**src/hdl/rfa_pkg.sv**
```systemverilog
package rfa_pkg;

    localparam int MAX_FIELDS = 16;
    localparam int TBL_AW     = 4;   // table address width
    localparam int CNT_W      = 5;   // field counter width, holds MAX_FIELDS
    localparam int DIV_STEPS  = 63;  // dividend bits

    localparam logic REQ_LOAD     = 1'b0;
    localparam logic REQ_PARTICLE = 1'b1;

    typedef struct packed {
        logic               req_type;
        logic [3:0]         field_index;
        logic signed [31:0] pos_x;
        logic signed [31:0] pos_y;
        logic signed [31:0] pos_z;
        logic [30:0]        field_radius;
        logic signed [31:0] field_strength;
        logic signed [31:0] force_in_x;
        logic signed [31:0] force_in_y;
        logic signed [31:0] force_in_z;
        logic               last_particle;
    } t_item;

    typedef struct packed {
        logic signed [31:0] force_x;
        logic signed [31:0] force_y;
        logic signed [31:0] force_z;
        logic               batch_done;
    } t_result;

    typedef enum logic [3:0] {
        S_IDLE,
        S_FETCH,
        S_CHECK,
        S_SQ,
        S_SQCHK,
        S_SQRT,
        S_MAG,
        S_MAGDIV,
        S_COMP,
        S_COMPDIV,
        S_NEXT,
        S_OUT
    } t_state;

    typedef struct packed {
        logic        start;
        logic [62:0] num;
        logic [31:0] den;
    } t_div_req;

    typedef struct packed {
        logic        busy;
        logic        done;
        logic [31:0] quo;
    } t_div_rsp;

endpackage

```
**src/hdl/rfa_div.sv**
```systemverilog
module rfa_div (
    input  logic              i_clk,
    input  logic              i_rst_n,
    input  rfa_pkg::t_div_req i_req,
    output rfa_pkg::t_div_rsp o_rsp
);
    import rfa_pkg::*;

    logic        r_busy;
    logic        r_done;
    logic [5:0]  r_cnt;
    logic [62:0] r_num;
    logic [31:0] r_den;
    logic [32:0] r_rem;
    logic [31:0] r_q;
    logic [32:0] rem_sh;
    logic        fits;

    // restoring division, one quotient bit per cycle; quotient fits 32 bits
    assign rem_sh = {r_rem[31:0], r_num[62]};
    assign fits   = (rem_sh >= {1'b0, r_den});

    assign o_rsp.busy = r_busy;
    assign o_rsp.done = r_done;
    assign o_rsp.quo  = r_q;

    always_ff @(posedge i_clk) begin
        if (i_req.start) begin
            r_num <= i_req.num;
            r_den <= i_req.den;
            r_rem <= '0;
            r_q   <= '0;
            r_cnt <= 6'(DIV_STEPS - 1);
        end else if (r_busy) begin
            r_num <= {r_num[61:0], 1'b0};
            r_rem <= fits ? (rem_sh - {1'b0, r_den}) : rem_sh;
            r_q   <= {r_q[30:0], fits};
            r_cnt <= r_cnt - 6'd1;
        end
        if (!i_rst_n) begin
            r_busy <= 1'b0;
            r_done <= 1'b0;
        end else begin
            r_done <= r_busy && (r_cnt == 6'd0);
            if (i_req.start) begin
                r_busy <= 1'b1;
            end else if (r_busy && (r_cnt == 6'd0)) begin
                r_busy <= 1'b0;
            end
        end
    end

endmodule

```
**config.mk**
```make
export PLATFORM = sky130hd
export DESIGN_NAME = rfa_div
export DESIGN_NICKNAME = d
export VERILOG_FILES = /design/src/hdl/rfa_pkg.sv /design/src/hdl/rfa_div.sv
export SDC_FILE = /design/constraint.sdc
export NUM_CORES = 1
export LEC_CHECK = 0
export ABC_AREA = 1
export BUFFER_PORTS_ARGS = -buffer_cell sky130_fd_sc_hd__buf_2
export CORE_ASPECT_RATIO = 0.6
export CORE_MARGIN = 3
export CORE_UTILIZATION = 50
export DETAILED_ROUTE_END_ITERATION = 10
export GPL_TIMING_DRIVEN = 1
export PLACE_DENSITY = 0.82
export SETUP_SLACK_MARGIN = 0.15
export SYNTH_ARGS = -nofsm -noshare
export SYNTH_HDL_FRONTEND = slang
export SYNTH_SLANG_ARGS = --single-unit
```
**constraint.sdc**
```tcl
create_clock -name i_clk -period 4.4 [get_ports i_clk]
set_input_delay 0.22 -clock i_clk [delete_from_list [all_inputs] [get_ports i_clk]]
set_output_delay 0.22 -clock i_clk [all_outputs]
set_load 0.05 [all_outputs]
```
==> implementation parameters <==
Parameter                              Value

Run status
  Result of the run ... completed

Setup path
  Reg-to-reg critical path startpoint ... r_den[10]
  Data arrival time of the worst path ... 3.00 ns
  CP Capture Type ... flip-flop
  Category of the most critical setup path ... flip-flop to flip-flop
  Reg2reg end ... r_rem[21]
  Depth of the worst register-to-register path ... 13
  Setup slack, reg-to-reg ... 1.72 ns
  Element type at the critical path start ... flip-flop
  Required time of the critical path ... 4.73 ns
  CP Launch Point ... r_den[10]
  Highest fanout seen on the critical path ... 42

Layout
  Area growth from synthesis to layout ... 19.0%
  Nets@finish ... 1,485
  Final standard cell count with taps included and fillers excluded ... 1,600
  ANT cells ... 0
  Proportion of layout cells with a drive suffix above 1 ... 14.6%

Timing
  Transition at the pin with the smallest max-transition slack ... 1.12 ns
  Worst clock skew ... 0.0193 ns
  Fmax ... 374 MHz
  Fraction of the cycle the final worst path needs ... 60.8%
  Max-Slew Margin vs Limit ... 25.2%
  Unrepaired setup endpoints after global routing ... no
  Count of endpoints failing hold in the final timing report ... 0
  Final min period ... 2.68 ns
  Total Negative Setup Slacks ... 0 ns
  Final slew viol count ... 0
  Final setup fails ... 0

Synth
  Most area-consuming cells after synthesis ... sky130_fd_sc_hd__edfxtp_1 (31%), sky130_fd_sc_hd__nand2_1 (20%), sky130_fd_sc_hd__dfxtp_1 (16%), sky130_fd_sc_hd__inv_1 (8.1%), sky130_fd_sc_hd__nand3_1 (4.6%)
  Count of state elements after synthesis ... 167
  Post-synthesis sequential area ratio ... 47.2%
  Mean cell area of the mapped netlist ... 7.54 µm²
  Most instantiated cells after synthesis ... sky130_fd_sc_hd__nand2_1 (476), sky130_fd_sc_hd__inv_1 (197), sky130_fd_sc_hd__edfxtp_1 (95)
  Synth Flop Type ... sky130_fd_sc_hd__edfxtp_1
  Post-Synthesis Cells ... 1,206
  Top cell type's share of synthesized area ... 31.4%
  Netlist Area Pre-Place ... 0.00909 mm²
  Cell with the most instances after synthesis ... sky130_fd_sc_hd__nand2_1
  Post-synth cell types ... 41
  Net count of the mapped netlist ... 1,338
  Synth async-reset ratio ... 0%
  Library cell occupying the most area in the post-synthesis netlist ... sky130_fd_sc_hd__edfxtp_1
  Yosys warning count ... 0
  EDFF count, synth ... 95

Routing
  DRC violation total after the first TritonRoute iteration ... 946
  DRC viols ... 0
  Number of search-and-repair iterations in the first detailed-routing pass ... 6
  Via density per instance ... 5.14
  Number of vias in the routed layout ... 8,225
  Average detailed-routed wire length per instance ... 15.5 µm
  Total wire length ... 24,800 µm
  Antenna Nets Post-Route ... 0

Clocking
  Setup Fix Bufs, Post-CTS ... 0
  Longest Clk Path Bufs ... 2
  Clock Sinks ... 167
  Clock-pin slew on the worst setup and hold paths ... 0.07 ns
  Total CTS buffers ... 17
  Root buf cell ... sky130_fd_sc_hd__clkbuf_16
  Clock network latency to the later pin of the worst-skew pair ... 0.44 ns
  TritonCTS clock tree ... yes
  H-tree depth reported by CTS ... 4

Power
  Worst voltage drop across the vdd grid ... 0.268 mV
  LEAKAGE ... 5.63 nW
  Power density over the cells ... 338 mW/mm²
  Post-layout power ... 3.66 mW

Placed design
  I/O Buffers ... 131
  Number of placed instances, taps included ... 1,536
  Placer Congestion ... 0.977
  Sum of net half-perimeters after detailed placement ... 18,200 µm

Floorplanning
  Floorplan die area ... 0.0199 mm²
  Effective utilization at floorplan ... 52.1%
  X dimension of the die ... 180 µm
  Std-Cell Core Area ... 0.0175 mm²
  Die H ... 110 µm
  Number of rows in the core area ... 37
  I/O pin count ... 132

Hold path
  Hold Path Origin ... i_rst_n
  Hold endpoint ... r_done
  Path type of the worst min-delay path ... input port to flip-flop
  Hold Crit Depth ... 3

Flow run
  Max-cap violations ... 0

GRT
  Wire length of the first global-routing pass ... 39,600 µm
  Vias in the first global route ... 7,553
  Total global routing overflow ... 0
  Number of antenna violations at the first check in global routing ... 1
  Pin count of the biggest net entering global routing ... 69
  Gr usage total ... 25.0%
-- cells in the final DEF (no fill, tap or decap), types with 8 or more instances in the layout --
cell / instances
sky130_fd_sc_hd__dfxtp_1: 72
sky130_fd_sc_hd__nand2_1: 476
sky130_fd_sc_hd__nor3_1: 8
sky130_fd_sc_hd__buf_2: 130
sky130_fd_sc_hd__a21oi_1: 20
sky130_fd_sc_hd__ha_1: 33
sky130_fd_sc_hd__buf_4: 8
sky130_fd_sc_hd__dlygate4sd3_1: 32
sky130_fd_sc_hd__inv_2: 8
sky130_fd_sc_hd__edfxtp_1: 95
sky130_fd_sc_hd__clkbuf_16: 18
sky130_fd_sc_hd__xor2_1: 13
sky130_fd_sc_hd__o22ai_1: 29
sky130_fd_sc_hd__nand4_1: 26
sky130_fd_sc_hd__nand3_1: 84
sky130_fd_sc_hd__nor2_1: 49
sky130_fd_sc_hd__inv_1: 195
-- critical path, cell delays in order (launching register included) --
cell                       delay [ns]
sky130_fd_sc_hd__edfxtp_1        0.36
sky130_fd_sc_hd__inv_1           0.09
sky130_fd_sc_hd__ha_1            0.28
sky130_fd_sc_hd__nand2_1         0.24
sky130_fd_sc_hd__nor2_2          0.12
sky130_fd_sc_hd__nand2_1         0.11
sky130_fd_sc_hd__nor2_2          0.05
sky130_fd_sc_hd__nand2_1         0.11
sky130_fd_sc_hd__nand3_4         0.10
sky130_fd_sc_hd__nor2_8          0.32
sky130_fd_sc_hd__nand2_8         0.27
sky130_fd_sc_hd__or2_2           0.36
sky130_fd_sc_hd__nand3_1         0.07
sky130_fd_sc_hd__nand2_1         0.05
-- flip-flops by register name (all words and copies together) (netlist names) --
signal  cells
r_num      63
r_den      32
r_q        32
r_rem      32
r_cnt       6
r_busy      1
r_done      1
-- what timing repair did --
| action | CTS | global route |
|---|---|---|
| hold endpoints to repair | 32 | 0 |
| hold buffers | 32 | 0 |
| resized for setup | 0 | 0 |
-- worst max-delay path by stage --
stage,endpoint,cells after the start
4_1_cts,r_rem[21],13
3_3_place_gp,r_rem[25],13
2_1_floorplan,r_num[0],4
6_report,r_rem[21],13
3_5_place_dp,r_rem[25],13
5_1_grt,r_rem[25],13
-- where the power goes --
| part | leakage (nW) | switching (mW) | internal (mW) |
|---|---|---|---|
| Clock | 0.291 | 0.711 | 0.790 |
| Sequential | 1.54 | 0.0258 | 1.76 |
| Combinational | 3.80 | 0.245 | 0.133 |
| Total | 5.63 | 0.981 | 2.68 |
-- layout make-up --
type	count	area (µm²)
Clock buffer	18	450
Clock inverter	14	156
Fill cell	1539	6640
Inverter	204	767
Multi-Input combinational cell	793	3820
Sequential cell	167	4290
Tap cell	234	293
Timing Repair Buffer	170	1030
-- through the flow --
stage	hold WS [ns]	util (%)	instance area, µm²	worst slack [ns]
floorplan	0.319	-	9090	1.33
global placement	0.396	56.6	9890	1.81
detailed placement	0.398	56.6	9890	1.78
CTS	0.0282	62.0	10800	1.76
global route	0.0466	62.0	10800	1.56
finish	0.0467	62.0	10800	1.72
-- cell families after synthesis --
kind of cell,synth area share [%]
AO/OA/AOI/OAI,4.80
XOR/XNOR,1.35
adder cells (fa/ha/maj),4.76
buffers and inverters,10.7
flip-flops,47.2
AND/OR/NAND/NOR,31.1
-- metal layers --
layer	global-route usage, %	routed length [µm]	up-vias
li1	-	-	4100
met1	38.5	12100	3718
met2	34.3	9730	380
met3	8.16	2790	25
met4	4.91	233	2
met5	0	13	-
No activity file was read; power rests on OpenSTA's default activity.
