===== src/hdl/rfa_pkg.sv =====
package rfa_pkg;

    localparam int MAX_FIELDS = 16;
    localparam int TBL_AW     = 4;   // table address width
    localparam int CNT_W      = 5;   // field counter width, holds MAX_FIELDS
    localparam int DIV_STEPS  = 63;  // dividend bits

    localparam logic REQ_LOAD     = 1'b0;
    localparam logic REQ_PARTICLE = 1'b1;

    typedef struct packed {
        logic               req_type;
        logic [3:0]         field_index;
        logic signed [31:0] pos_x;
        logic signed [31:0] pos_y;
        logic signed [31:0] pos_z;
        logic [30:0]        field_radius;
        logic signed [31:0] field_strength;
        logic signed [31:0] force_in_x;
        logic signed [31:0] force_in_y;
        logic signed [31:0] force_in_z;
        logic               last_particle;
    } t_item;

    typedef struct packed {
        logic signed [31:0] force_x;
        logic signed [31:0] force_y;
        logic signed [31:0] force_z;
        logic               batch_done;
    } t_result;

    typedef enum logic [3:0] {
        S_IDLE,
        S_FETCH,
        S_CHECK,
        S_SQ,
        S_SQCHK,
        S_SQRT,
        S_MAG,
        S_MAGDIV,
        S_COMP,
        S_COMPDIV,
        S_NEXT,
        S_OUT
    } t_state;

    typedef struct packed {
        logic        start;
        logic [62:0] num;
        logic [31:0] den;
    } t_div_req;

    typedef struct packed {
        logic        busy;
        logic        done;
        logic [31:0] quo;
    } t_div_rsp;

endpackage


===== src/hdl/rfa_if.sv =====
interface rfa_in_if;
    logic               valid;
    logic               ready;
    logic               req_type;
    logic [3:0]         field_index;
    logic signed [31:0] pos_x;
    logic signed [31:0] pos_y;
    logic signed [31:0] pos_z;
    logic [30:0]        field_radius;
    logic signed [31:0] field_strength;
    logic signed [31:0] force_in_x;
    logic signed [31:0] force_in_y;
    logic signed [31:0] force_in_z;
    logic               last_particle;

    modport source (output valid, req_type, field_index, pos_x, pos_y, pos_z, field_radius,
                    field_strength, force_in_x, force_in_y, force_in_z, last_particle,
                    input ready);
    modport sink (input valid, req_type, field_index, pos_x, pos_y, pos_z, field_radius,
                  field_strength, force_in_x, force_in_y, force_in_z, last_particle,
                  output ready);
endinterface



===== src/hdl/rfa_queue.sv =====
module rfa_queue (
    input  logic           i_clk,
    input  logic           i_rst_n,
    rfa_in_if.sink         i_in,
    output logic           o_valid,
    output rfa_pkg::t_item o_item,
    input  logic           i_pop
);
    import rfa_pkg::*;

    t_item      r_mem [2];
    logic       r_wp;
    logic       r_rp;
    logic [1:0] r_cnt;
    logic       push;
    logic       pop;
    t_item      in_item;

    assign i_in.ready = (r_cnt != 2'd2);
    assign push       = i_in.valid && i_in.ready;
    assign pop        = i_pop && (r_cnt != 2'd0);
    assign o_valid    = (r_cnt != 2'd0);
    assign o_item     = r_mem[r_rp];

    always_comb begin
        in_item.req_type       = i_in.req_type;
        in_item.field_index    = i_in.field_index;
        in_item.pos_x          = i_in.pos_x;
        in_item.pos_y          = i_in.pos_y;
        in_item.pos_z          = i_in.pos_z;
        in_item.field_radius   = i_in.field_radius;
        in_item.field_strength = i_in.field_strength;
        in_item.force_in_x     = i_in.force_in_x;
        in_item.force_in_y     = i_in.force_in_y;
        in_item.force_in_z     = i_in.force_in_z;
        in_item.last_particle  = i_in.last_particle;
    end

    always_ff @(posedge i_clk) begin
        if (push) begin
            r_mem[r_wp] <= in_item;
        end
        if (!i_rst_n) begin
            r_wp  <= 1'b0;
            r_rp  <= 1'b0;
            r_cnt <= 2'd0;
        end else begin
            if (push) begin
                r_wp <= ~r_wp;
            end
            if (pop) begin
                r_rp <= ~r_rp;
            end
            r_cnt <= r_cnt + {1'b0, push} - {1'b0, pop};
        end
    end

endmodule


===== src/flat_wrapper.sv =====
// flat-port wrapper written by rule: the top's interface ports become plain ports
module rfa_queue_flat import rfa_pkg::*;
  (i_clk, i_rst_n, o_valid, o_item, i_pop, i_in_valid, i_in_req_type, i_in_field_index, i_in_pos_x, i_in_pos_y, i_in_pos_z, i_in_field_radius, i_in_field_strength, i_in_force_in_x, i_in_force_in_y, i_in_force_in_z, i_in_last_particle, i_in_ready);
  rfa_in_if i_in_i ();
  input  logic i_clk;
  input  logic i_rst_n;
  output logic o_valid;
  output rfa_pkg::t_item o_item;
  input  logic i_pop;
  input wire logic [$bits(i_in_i.valid)-1:0] i_in_valid;
  input wire logic [$bits(i_in_i.req_type)-1:0] i_in_req_type;
  input wire logic [$bits(i_in_i.field_index)-1:0] i_in_field_index;
  input wire logic [$bits(i_in_i.pos_x)-1:0] i_in_pos_x;
  input wire logic [$bits(i_in_i.pos_y)-1:0] i_in_pos_y;
  input wire logic [$bits(i_in_i.pos_z)-1:0] i_in_pos_z;
  input wire logic [$bits(i_in_i.field_radius)-1:0] i_in_field_radius;
  input wire logic [$bits(i_in_i.field_strength)-1:0] i_in_field_strength;
  input wire logic [$bits(i_in_i.force_in_x)-1:0] i_in_force_in_x;
  input wire logic [$bits(i_in_i.force_in_y)-1:0] i_in_force_in_y;
  input wire logic [$bits(i_in_i.force_in_z)-1:0] i_in_force_in_z;
  input wire logic [$bits(i_in_i.last_particle)-1:0] i_in_last_particle;
  output wire logic [$bits(i_in_i.ready)-1:0] i_in_ready;
  assign i_in_i.valid = i_in_valid;
  assign i_in_i.req_type = i_in_req_type;
  assign i_in_i.field_index = i_in_field_index;
  assign i_in_i.pos_x = i_in_pos_x;
  assign i_in_i.pos_y = i_in_pos_y;
  assign i_in_i.pos_z = i_in_pos_z;
  assign i_in_i.field_radius = i_in_field_radius;
  assign i_in_i.field_strength = i_in_field_strength;
  assign i_in_i.force_in_x = i_in_force_in_x;
  assign i_in_i.force_in_y = i_in_force_in_y;
  assign i_in_i.force_in_z = i_in_force_in_z;
  assign i_in_i.last_particle = i_in_last_particle;
  assign i_in_ready = i_in_i.ready;
  rfa_queue u_core (.i_clk(i_clk), .i_rst_n(i_rst_n), .i_in(i_in_i), .o_valid(o_valid), .o_item(o_item), .i_pop(i_pop));
endmodule

===== config.mk =====
export PLATFORM = sky130hd
export DESIGN_NAME = rfa_queue_flat
export DESIGN_NICKNAME = d
export VERILOG_FILES = /design/src/hdl/rfa_pkg.sv /design/src/hdl/rfa_if.sv /design/src/hdl/rfa_queue.sv /design/src/flat_wrapper.sv
export SDC_FILE = /design/constraint.sdc
export NUM_CORES = 1
export LEC_CHECK = 0
export BUFFER_PORTS_ARGS = -buffer_cell sky130_fd_sc_hd__buf_2
export CAP_MARGIN = 20
export CELL_PAD_IN_SITES_DETAIL_PLACEMENT = 1
export CELL_PAD_IN_SITES_GLOBAL_PLACEMENT = 1
export CORE_ASPECT_RATIO = 0.5
export CORE_MARGIN = 2
export CORE_UTILIZATION = 46
export CTS_BUF_LIST = sky130_fd_sc_hd__clkbuf_4 sky130_fd_sc_hd__clkbuf_8
export DETAILED_ROUTE_END_ITERATION = 12
export GPL_ROUTABILITY_DRIVEN = 0
export MAX_ROUTING_LAYER = met4
export PLACE_DENSITY_LB_ADDON = 0.2
export SLEW_MARGIN = 10
export SYNTH_ARGS = -nofsm -noshare
export SYNTH_HDL_FRONTEND = slang
export SYNTH_SLANG_ARGS = --single-unit

===== constraint.sdc =====
create_clock -name i_clk -period 18.37 [get_ports i_clk]
set_clock_uncertainty 0.15 [all_clocks]
set_input_delay 0.9185 -clock i_clk [delete_from_list [all_inputs] [get_ports i_clk]]
set_output_delay 0.9185 -clock i_clk [all_outputs]
set_load 0.03 [all_outputs]

==> results of run 1 <==
[sequential cells by signal, summed over array words and instances, names as in the netlist, named ones only]
| signal | flops |
|---|---|
| u_core.r_cnt | 2 |
| u_core.r_rp | 1 |
| u_core.r_mem | 522 |
| u_core.r_wp | 1 |
[cell type report]
class | instances | area share
clock inverter | 33 | 0.00948
clock buffer | 104 | 0.0517
tap | 577 | 0.0294
timing repair buffer | 536 | 0.111
multi-input combinational | 280 | 0.154
sequential | 527 | 0.643
antenna | 13 | 0.00132
inverter | 3 | 0.000459
[logic make-up (layout without fill, tap and decap cells)]
family,count (synthesis),in the layout,share of synthesized area
AND/OR/NAND/NOR,13,13,0.00366
buffers and inverters,32,676,0.0148
adder cells (fa/ha/maj),2,2,0.00126
AO/OA/AOI/OAI,2,2,0.000630
flip-flops,527,527,0.795
XOR/XNOR,2,2,0.000883
multiplexers,261,261,0.184
other,0,13,0
[layer usage]
| layer | share of wire | routed length [um] | vias to the layer above |
|---|---|---|---|
| met5 | 0 | 0 | - |
| met4 | 0.033 | 1540 | 0 |
| met3 | 0.036 | 1680 | 101 |
| met2 | 0.58 | 27000 | 245 |
| met1 | 0.35 | 16000 | 5052 |
| li1 | - | - | 4541 |
[where the power goes]
group,switching [mW],internal (mW),total [mW]
clock,0.434,0.491,0.926
sequential,0.0648,1.53,1.59
combinational,0.769,0.457,1.23
total,1.27,2.48,3.74
[worst max-delay path, delay by kind of cell (launching register included)]
family | cells | cell delay (ns)
buffers and inverters | 3 | 2.01
DFF | 1 | 0.91
muxes | 1 | 0.43
[worst paths after layout]
path         slack [ns]                            end                       start  cells after the start
max               13.23                     o_item[55]                   flip-flop                      4
min                0.34  u_core.r_mem[0][26]$_DFFE_PP_         i_in_force_in_z[25]                      1
max reg2reg       14.55  u_core.r_mem[0][89]$_DFFE_PP_  u_core.r_cnt[0]$_SDFF_PN0_                      5
min reg2reg        0.38                      flip-flop    u_core.r_rp$_SDFFE_PN0P_                      2
[cells in the mapped netlist (all sizes together)]
cell type and n:
and3 1, nor2b 1, mux2 261, and2 3
xor2 1, nor2 3, ha 2, nand2b 1
nand4b 1, buf 29, inv 3, o21ai 1
xnor2 1, nand2 1, o21a 1, dfxtp 5
or2 1, nor3 1, edfxtp 522
[through the flow]
step / util / hold WS [ns]
after floorplan: - / 0.303
after global placement: 0.545 / 0.345
after detailed placement: 0.545 / 0.373
after CTS: 0.581 / 0.273
after global routing: 0.581 / 0.277
final: 0.581 / 0.336
==> impl_results.md, run 1 <==
- CTS buffer count: 75
- Grt total ovfl: 0
- Core area: 0.0422 mm^2
- Crit-path slowest cell: buf_4
- Final Max Tran Viols: 0
- Number of iterations in the first detailed-routing pass: 4
- Most used cell along the critical path: buf_4
- Synth area leader: edfxtp_1
- Crit path max fanout: 57
- WP data required: 17.30 ns
- Dpl hpwl: 31500 um
- Crit end category: primary output
- Unrepaired setup endpoints after global routing: false
- Hold crit path type: in -> reg
- Max-cap violations: 0
- Top-area cell type share of the netlist area: 0.790
- Root buf cell: clkbuf_8
- Cts repair resizes: 0
- Initial antenna violation count: 13
- Nets: 1690
- H-tree depth: 3
- Die area: 0.0449 mm^2
- PortBufs: 527
- Layout cells sized above 1: 0.620
- First-pass GRT wire length: 66000 um
- IO Pins: 528
- Fin worst setup slack: 13.23 ns
- Top cells by area, synth: edfxtp_1, mux2_4, mux2_2, buf_6, dfxtp_1
- WL/cell: 22.3 um
- Slew headroom: 0.203
- Mapped Nets: 1106
- Area Growth Syn to Fin: 23.7%
- Post-route ant nets: 0
- Synthesized instance count: 839
- Post-Syn Area: 0.0198 mm^2
- Pin count of the biggest net entering global routing: 173
- Row Count: 53
- Die Y: 151 um
- Synth unique cells: 21
- Leading cell type in the layout, fill and taps excluded: buf_2
- Leading cell types in the layout, fill and taps excluded: buf_2, edfxtp_1, mux2_4
- Achievable Freq: 194 MHz
- Met2 Use GR: 0.391
- Synth Area per Inst: 23.7 um^2
- Power, Total: 3.74 mW
- CTS tree: yes
- Static leakage: 9.51 nW
- Vias in the first global route: 10900
- Vias/cell: 4.79
- PwrDens: 152 mW/mm^2
- Multi-input logic area: 0.00379 mm^2
- Worst-path clk slew: 0.07 ns
- Crit share post-route: 0.280
- Latest clock arrival within the worst-skew pair: 0.62 ns
- Cells along the critical path: buf_4, buf_4, mux2_2, buf_2
- GR peak layer: met2
- Fin area: 0.0246 mm^2
- Synthesis-stage register bit count: 527
- TNS Setup: 0 ns
- Layout Cells excl Fill: 2073
- Starting Density: 0.470
- Final hold vios: 0
- Clock Sinks: 527
- Crit-path max cell delay: 0.92 ns
- Post-layout min period: 5.14 ns
- Met1 GRT Util: 0.202
- Peak supply drop: 0.0973 mV
- Fill cell count: 3917
- DRT Wirelength: 46200 um
- Register area: 0.0158 mm^2
- Placed cells: 1923
- Vias: 9939
- # DRC: 0
- Yosys warns: 0
- Count of hold-fix buffers inserted at cts: 0
- Initial DRC Count: 460
- Postcts setup bufs: 0
- Chip width: 298 um
- GR Util All Layers: 0.204
- Final setup violation count: 0
- Register area share after synthesis: 0.795
- Critical Path Start Type: flip-flop
- Worst-Margin Slew: 1.20 ns
- Met3 Resource Use GR: 0.0456
- Outcome: finished, final reports clean
- Bufs on Longest Clock Path: 3
- Setup Slack @ Placement: 13.83 ns
- Critical path type: reg -> out
- WP data arrival: 4.07 ns
- Post-DP Area: 0.0230 mm^2
Note: power is estimated with default switching activity, not from simulation.
==> inputs of run 2 (changes only) <==
Settings changed: CORE_UTILIZATION 46 to 42.
Clock period 18.37 ns to 4.5 ns, I/O delays scaled along.
==> impl_results.md, run 2 (synthesis gave the netlist of run 1 again) <==
- Vias in the first global route: 12800 (+17%)
- Met1 GRT Util: 0.207 (+0.00485)
- Die Y: 158 um (+4.5%)
- Hold slack: 0.161 ns (-0.176 ns)
- PwrDens: 571 mW/mm^2 (+270%)
- Max reg flops: 522 (unchanged)
- Reg with most FFs: u_core.r_mem
- Leading cell types in the layout, fill and taps excluded: buf_2, edfxtp_1, dlygate4sd3_1
- Die area: 0.0491 mm^2 (+9.3%)
- Critical R2R Launch: u_core.r_cnt[0]$_SDFF_PN0_
- Hold crit path type: in -> reg
- Worst r2r path cells: 4 (-1)
- Pin count of the biggest net entering global routing: 99 (-43%)
- PortBufs: 527 (unchanged)
- WP data arrival: 2.64 ns (-1.43 ns)
- Final hold vios: 0 (unchanged)
- IO Pins: 528 (unchanged)
- Worst hold path cell count: 2 (+1)
- FF-to-FF setup slack: 2.17 ns (-12.38 ns)
- Worst-path clk slew: 0.07 ns (about the same)
- Post-route ant nets: 0 (unchanged)
- Hold Path Sink: u_core.r_mem[1][163]$_DFFE_PP_
- CTS tree: yes
- Root buf cell: clkbuf_8
- Cells along the critical path: buf_4, mux2_2, buf_2
- WL/cell: 22.1 um (-0.71%)
- Cts repair resizes: 0 (unchanged)
- Chip width: 311 um (+4.6%)
- Unrepaired setup endpoints after global routing: false
- Bufs on Longest Clock Path: 3 (unchanged)
- Leading cell type in the layout, fill and taps excluded: buf_2
- Final setup violation count: 0 (unchanged)
- Slew headroom: 0.375 (+0.173)
- Grt total ovfl: 0 (unchanged)
- Initial antenna violation count: 4 (-9)
- DRT Wirelength: 53000 um (+15%)
- Crit end category: primary output
- Final Max Tran Viols: 0 (unchanged)
- GR Util All Layers: 0.216 (+0.0123)
- First-pass GRT wire length: 76500 um (+16%)
- Starting Density: 0.425 (-0.0452)
- Critical path type: reg -> out
- RR Endpoint: u_core.r_mem[0][250]$_DFFE_PP_
- Min-Delay Startpoint: i_in_pos_z[3]
- Layout cells sized above 1: 0.531 (-0.0892)
- Initial DRC Count: 501 (+8.9%)
- Outcome: finished, final reports clean
- Crit-path slowest cell: dfxtp_4
- Max-cap violations: 0 (unchanged)
- Crit-path max cell delay: 0.74 ns (-0.18 ns)
- Number of iterations in the first detailed-routing pass: 6 (+2)
- Fin worst setup slack: 1.48 ns (-11.75 ns)
- GR peak layer: met2
- Clock Sinks: 527 (unchanged)
- Area Growth Syn to Fin: 38.0%
- CTS buffer count: 78 (+4.0%)
- Dpl hpwl: 32700 um (+3.7%)
- Latest clock arrival within the worst-skew pair: 0.62 ns (about the same)
- Vias: 11200 (+13%)
- Vias/cell: 4.68 (-2.4%)
- Regs by FF count: u_core.r_mem x522, u_core.r_cnt x2
- Setup Slack @ Placement: 2.14 ns (-11.69 ns)
- WP data required: 4.12 ns (-13.18 ns)
- Peak supply drop: 0.277 mV (+180%)
- Nets: 1964 (+16%)
- Post-layout min period: 3.02 ns
- Crit share post-route: 0.671
- Crit path max fanout: 34 (-40%)
- Worst-Margin Slew: 0.937 ns (-0.259 ns)
- # DRC: 0 (unchanged)
- Critical Path Start Type: flip-flop
- Static leakage: 10.7 nW (+12%)
- Met2 Use GR: 0.419 (+0.0288)
- Row Count: 56 (+5.7%)
- Achievable Freq: 331 MHz
- H-tree depth: 3 (unchanged)
- Core area: 0.0467 mm^2 (+11%)
- Met3 Resource Use GR: 0.0406 (-0.00500)
run 2: changes by cell type in the layout (fill, tap and decap cells not counted), sizes merged:
| cell | before | now |
|---|---|---|
| clkbuf | 104 | 107 |
| inv | 4 | 5 |
| buf | 536 | 542 |
| bufinv | 3 | 0 |
| diode | 13 | 4 |
| dlygate4sd3 | 0 | 265 |
| clkinv | 24 | 25 |
| clkinvlp | 5 | 2 |
run 2: cell type report:
| class | count | area, um^2 |
|---|---|---|
| Timing Repair Buffer | 807 | 5520 |
| Fill cell | 4353 | 19300 |
| Inverter | 3 | 11.3 |
| Clock inverter | 29 | 138 |
| Antenna cell | 4 | 10.0 |
| Sequential cell | 527 | 15800 |
| Tap cell | 638 | 798 |
| Multi-Input combinational cell | 280 | 3800 |
| Clock buffer | 107 | 1340 |
run 2: worst max-delay path: cells and delay by family, from the launching register on:
family	cells	cell delay, ns
flip-flops	1	0.74
multiplexers	1	0.42
buffers and inverters	2	0.80
run 2: worst max path at each step:
stage                               start                           end  slack, ns
6_report                        flip-flop                    o_item[10]       1.48
5_1_grt                         flip-flop                    o_item[63]       1.37
4_1_cts                         flip-flop                    o_item[10]       1.44
3_5_place_dp                    flip-flop                    o_item[10]       2.14
3_3_place_gp                    flip-flop                    o_item[29]       2.19
2_1_floorplan  u_core.r_cnt[0]$_SDFF_PN0_  u_core.r_mem[0][0]$_DFFE_PP_      -0.65
run 2: per-layer routing:
| metal | vias up | wire length, um |
|---|---|---|
| met5 | - | 0 |
| met4 | 0 | 2570 |
| met3 | 145 | 1610 |
| met2 | 292 | 31000 |
| met1 | 5694 | 17800 |
| li1 | 5080 | - |
run 2: per-stage QoR:
step           std cells  utilization  power, mW  TNS, ns  cell area, um^2
6_report            2395        0.586       15.6        0            27400
5_1_grt             2395        0.586       16.2        0            27400
4_1_cts             2391        0.586       15.7        0            27400
3_5_place_dp        1990        0.498       11.7        0            23300
3_3_place_gp        1990        0.498       11.6        0            23300
2_1_floorplan        839            -       10.4  -169.76            19900
run 2: report_power, final:
group          switching, mW  internal (mW)  total (mW)
sequential             0.251           6.22        6.47
clock                   1.88           1.92        3.80
combinational           3.30           2.06        5.36
total                   5.43           10.2        15.6
run 2: repair_timing:
action	4_1_cts	5_1_grt
endpoints found under the hold margin	527	0
setup endpoints to repair	0	0
hold buffers	265	0
buffers inserted	0	0
==> inputs of run 3 (changes only) <==
Clock period 4.5 ns to 2.7 ns, I/O delays scaled along.
==> impl_results.md, run 3 (synthesis gave the netlist of run 1 again) <==
- Fill cell count: 4327 (-0.60%)
- Outcome: finished, final reports clean
- Final Core Density: 0.591 (+0.00495)
- Max reg flops: 522 (unchanged)
- Switching part of the total: 0.344 (-0.00329)
- Number of iterations in the first detailed-routing pass: 4 (-2)
- Cells along the critical path: buf_12, buf_12, mux2_4, buf_2
- Hold crit path type: in -> reg
- Vias/cell: 4.64 (-0.98%)
- # DRC: 0 (unchanged)
- Critical path type: reg -> out
- Unrepaired setup endpoints after global routing: false
- Final Max Tran Viols: 0 (unchanged)
- Peak supply drop: 0.527 mV (+91%)
- Starting Density: 0.425 (unchanged)
- Static leakage: 10.8 nW (+1.2%)
- Row Count: 56 (unchanged)
- Cts repair resizes: 0 (unchanged)
- DRT Wirelength: 53000 um (about the same)
- Worst-path clk slew: 0.07 ns (about the same)
- TNS Setup: 0 ns (unchanged)
- Max-cap violations: 0 (unchanged)
- PortBufs: 527 (unchanged)
- Clock Sinks: 527 (unchanged)
- Vias in the first global route: 12900 (+1.1%)
- Bufs on Longest Clock Path: 3 (unchanged)
- CTS tree: yes
- Root buf cell: clkbuf_8
- Layout cells sized above 1: 0.538 (+0.00786)
- Post-route ant nets: 0 (unchanged)
- Reg with most FFs: u_core.r_mem
- Most used cell along the critical path: buf_12
- CTS buffer count: 78 (unchanged)
- Achievable Freq: 395 MHz
- Sequential power share: 0.407 (-0.007)
- Critical Path Start Type: flip-flop
- Crit share post-route: 0.938
- WP data required: 2.41 ns (-1.71 ns)
- Pin count of the biggest net entering global routing: 72 (-27%)
- WL/cell: 22.0 um (-0.81%)
- Initial DRC Count: 448 (-11%)
- Comb pwr share: 0.351 (+0.008)
- H-tree depth: 3 (unchanged)
- Die area: 0.0491 mm^2 (unchanged)
- Crit path max fanout: 38 (+12%)
- Leading cell types in the layout, fill and taps excluded: buf_2, edfxtp_1, dlygate4sd3_1
- Grt total ovfl: 0 (unchanged)
- Chip width: 311 um (unchanged)
- Crit-path slowest cell: dfxtp_4
- Vias: 11200 (-0.15%)
- Leading cell type in the layout, fill and taps excluded: buf_2
- Final setup violation count: 0 (unchanged)
- Crit-path max cell delay: 0.49 ns (-0.25 ns)
- Latest clock arrival within the worst-skew pair: 0.64 ns (+0.02 ns)
- WP data arrival: 2.25 ns (-0.39 ns)
- Int Pwr: 17.2 mW (+69%)
- IO Pins: 528 (unchanged)
- Psw: 9.04 mW (+67%)
- Area Growth Syn to Fin: 39.2%
- Final hold vios: 0 (unchanged)
- Worst-Margin Slew: 0.620 ns (-0.317 ns)
- Clock Power Share: 0.242 (about the same)
- Post-layout min period: 2.53 ns
- Crit end category: primary output
- Regs by FF count: u_core.r_mem x522, u_core.r_cnt x2
- Core area: 0.0467 mm^2 (unchanged)
- PwrDens: 952 mW/mm^2 (+67%)
- Dpl hpwl: 33900 um (+3.7%)
- GR Util All Layers: 0.216 (about the same)
- Die Y: 158 um (unchanged)
- Slew headroom: 0.587 (+0.211)
- Nets: 1985 (+1.1%)
- First-pass GRT wire length: 76800 um (+0.38%)
- Initial antenna violation count: 4 (unchanged)
==> run 3: cell types whose count changed in the layout (fill, tap and decap cells not counted), sizes merged <==
cell | previous run | this run
buf | 542 | 563
bufinv | 0 | 1
clkbuf | 107 | 113
clkinv | 25 | 16
clkinvlp | 2 | 4
diode | 4 | 5
inv | 5 | 3
==> run 3: final cells by class <==
cell class,instances,area (um^2),share of cell area
antenna,5,12.5,0.000453
clock buffer,113,1360,0.0491
clock inverter,21,126,0.00458
inverter,3,11.3,0.000408
multi-input combinational,280,3800,0.138
sequential,527,15800,0.571
tap,638,798,0.0289
timing repair buffer,828,5740,0.208
==> run 3: what timing repair did <==
item,4_1_cts,5_1_grt
hold endpoints to repair,540,0
buffers inserted,0,0
endpoints found under the setup margin,0,0
hold buffers,265,0
==> run 3: path summary, 6_finish.rpt <==
kind,start,end,slack [ns],cells after the start
worst max-delay path,flip-flop,o_item[130],0.17,4
worst min-delay path,i_in_force_in_y[20],u_core.r_mem[1][53]$_DFFE_PP_,0.07,2
worst max register to register,u_core.r_cnt[1]$_SDFF_PN0_,u_core.r_cnt[0]$_SDFF_PN0_,0.54,6
worst min register to register,u_core.r_rp$_SDFFE_PN0P_,u_core.r_rp$_SDFFE_PN0P_,0.37,2
==> run 3: worst max-delay path, delay by kind of cell, from the launching register on <==
kind | cells | cell delay, ns
multiplexers | 1 | 0.34
buffers and inverters | 3 | 0.70
flip-flops | 1 | 0.49
==> run 3: power groups by stage <==
| stage | Clock, mW | Combinational, mW | Sequential [mW] |
|---|---|---|---|
| after floorplan | 0 | 6.45 | 10.9 |
| after global placement | 0 | 8.75 | 10.8 |
| after detailed placement | 0 | 8.89 | 10.9 |
| after CTS | 6.50 | 9.26 | 10.7 |
| after global routing | 6.89 | 9.59 | 10.8 |
| final | 6.37 | 9.21 | 10.7 |
==> run 3: layer usage <==
metal	routed length, um	global-route usage
met5	0	-
met4	2720	0.118
met3	1720	0.0426
met2	30600	0.413
met1	18000	0.207
==> run 3: through the flow <==
stage / std cells / total power, mW / cell area [um^2] / setup WS [ns] / hold slack, ns
detailed placement: 2011 / 19.7 / 23500 / 0.644 / 0.176
global placement: 2011 / 19.5 / 23500 / 0.706 / 0.174
floorplan: 839 / 17.3 / 19900 / -2.45 / 0.0839
CTS: 2410 / 26.4 / 27600 / 0.107 / 0.00793
global route: 2414 / 27.3 / 27600 / 0.0498 / 0.0100
finish: 2415 / 26.3 / 27600 / 0.167 / 0.0674
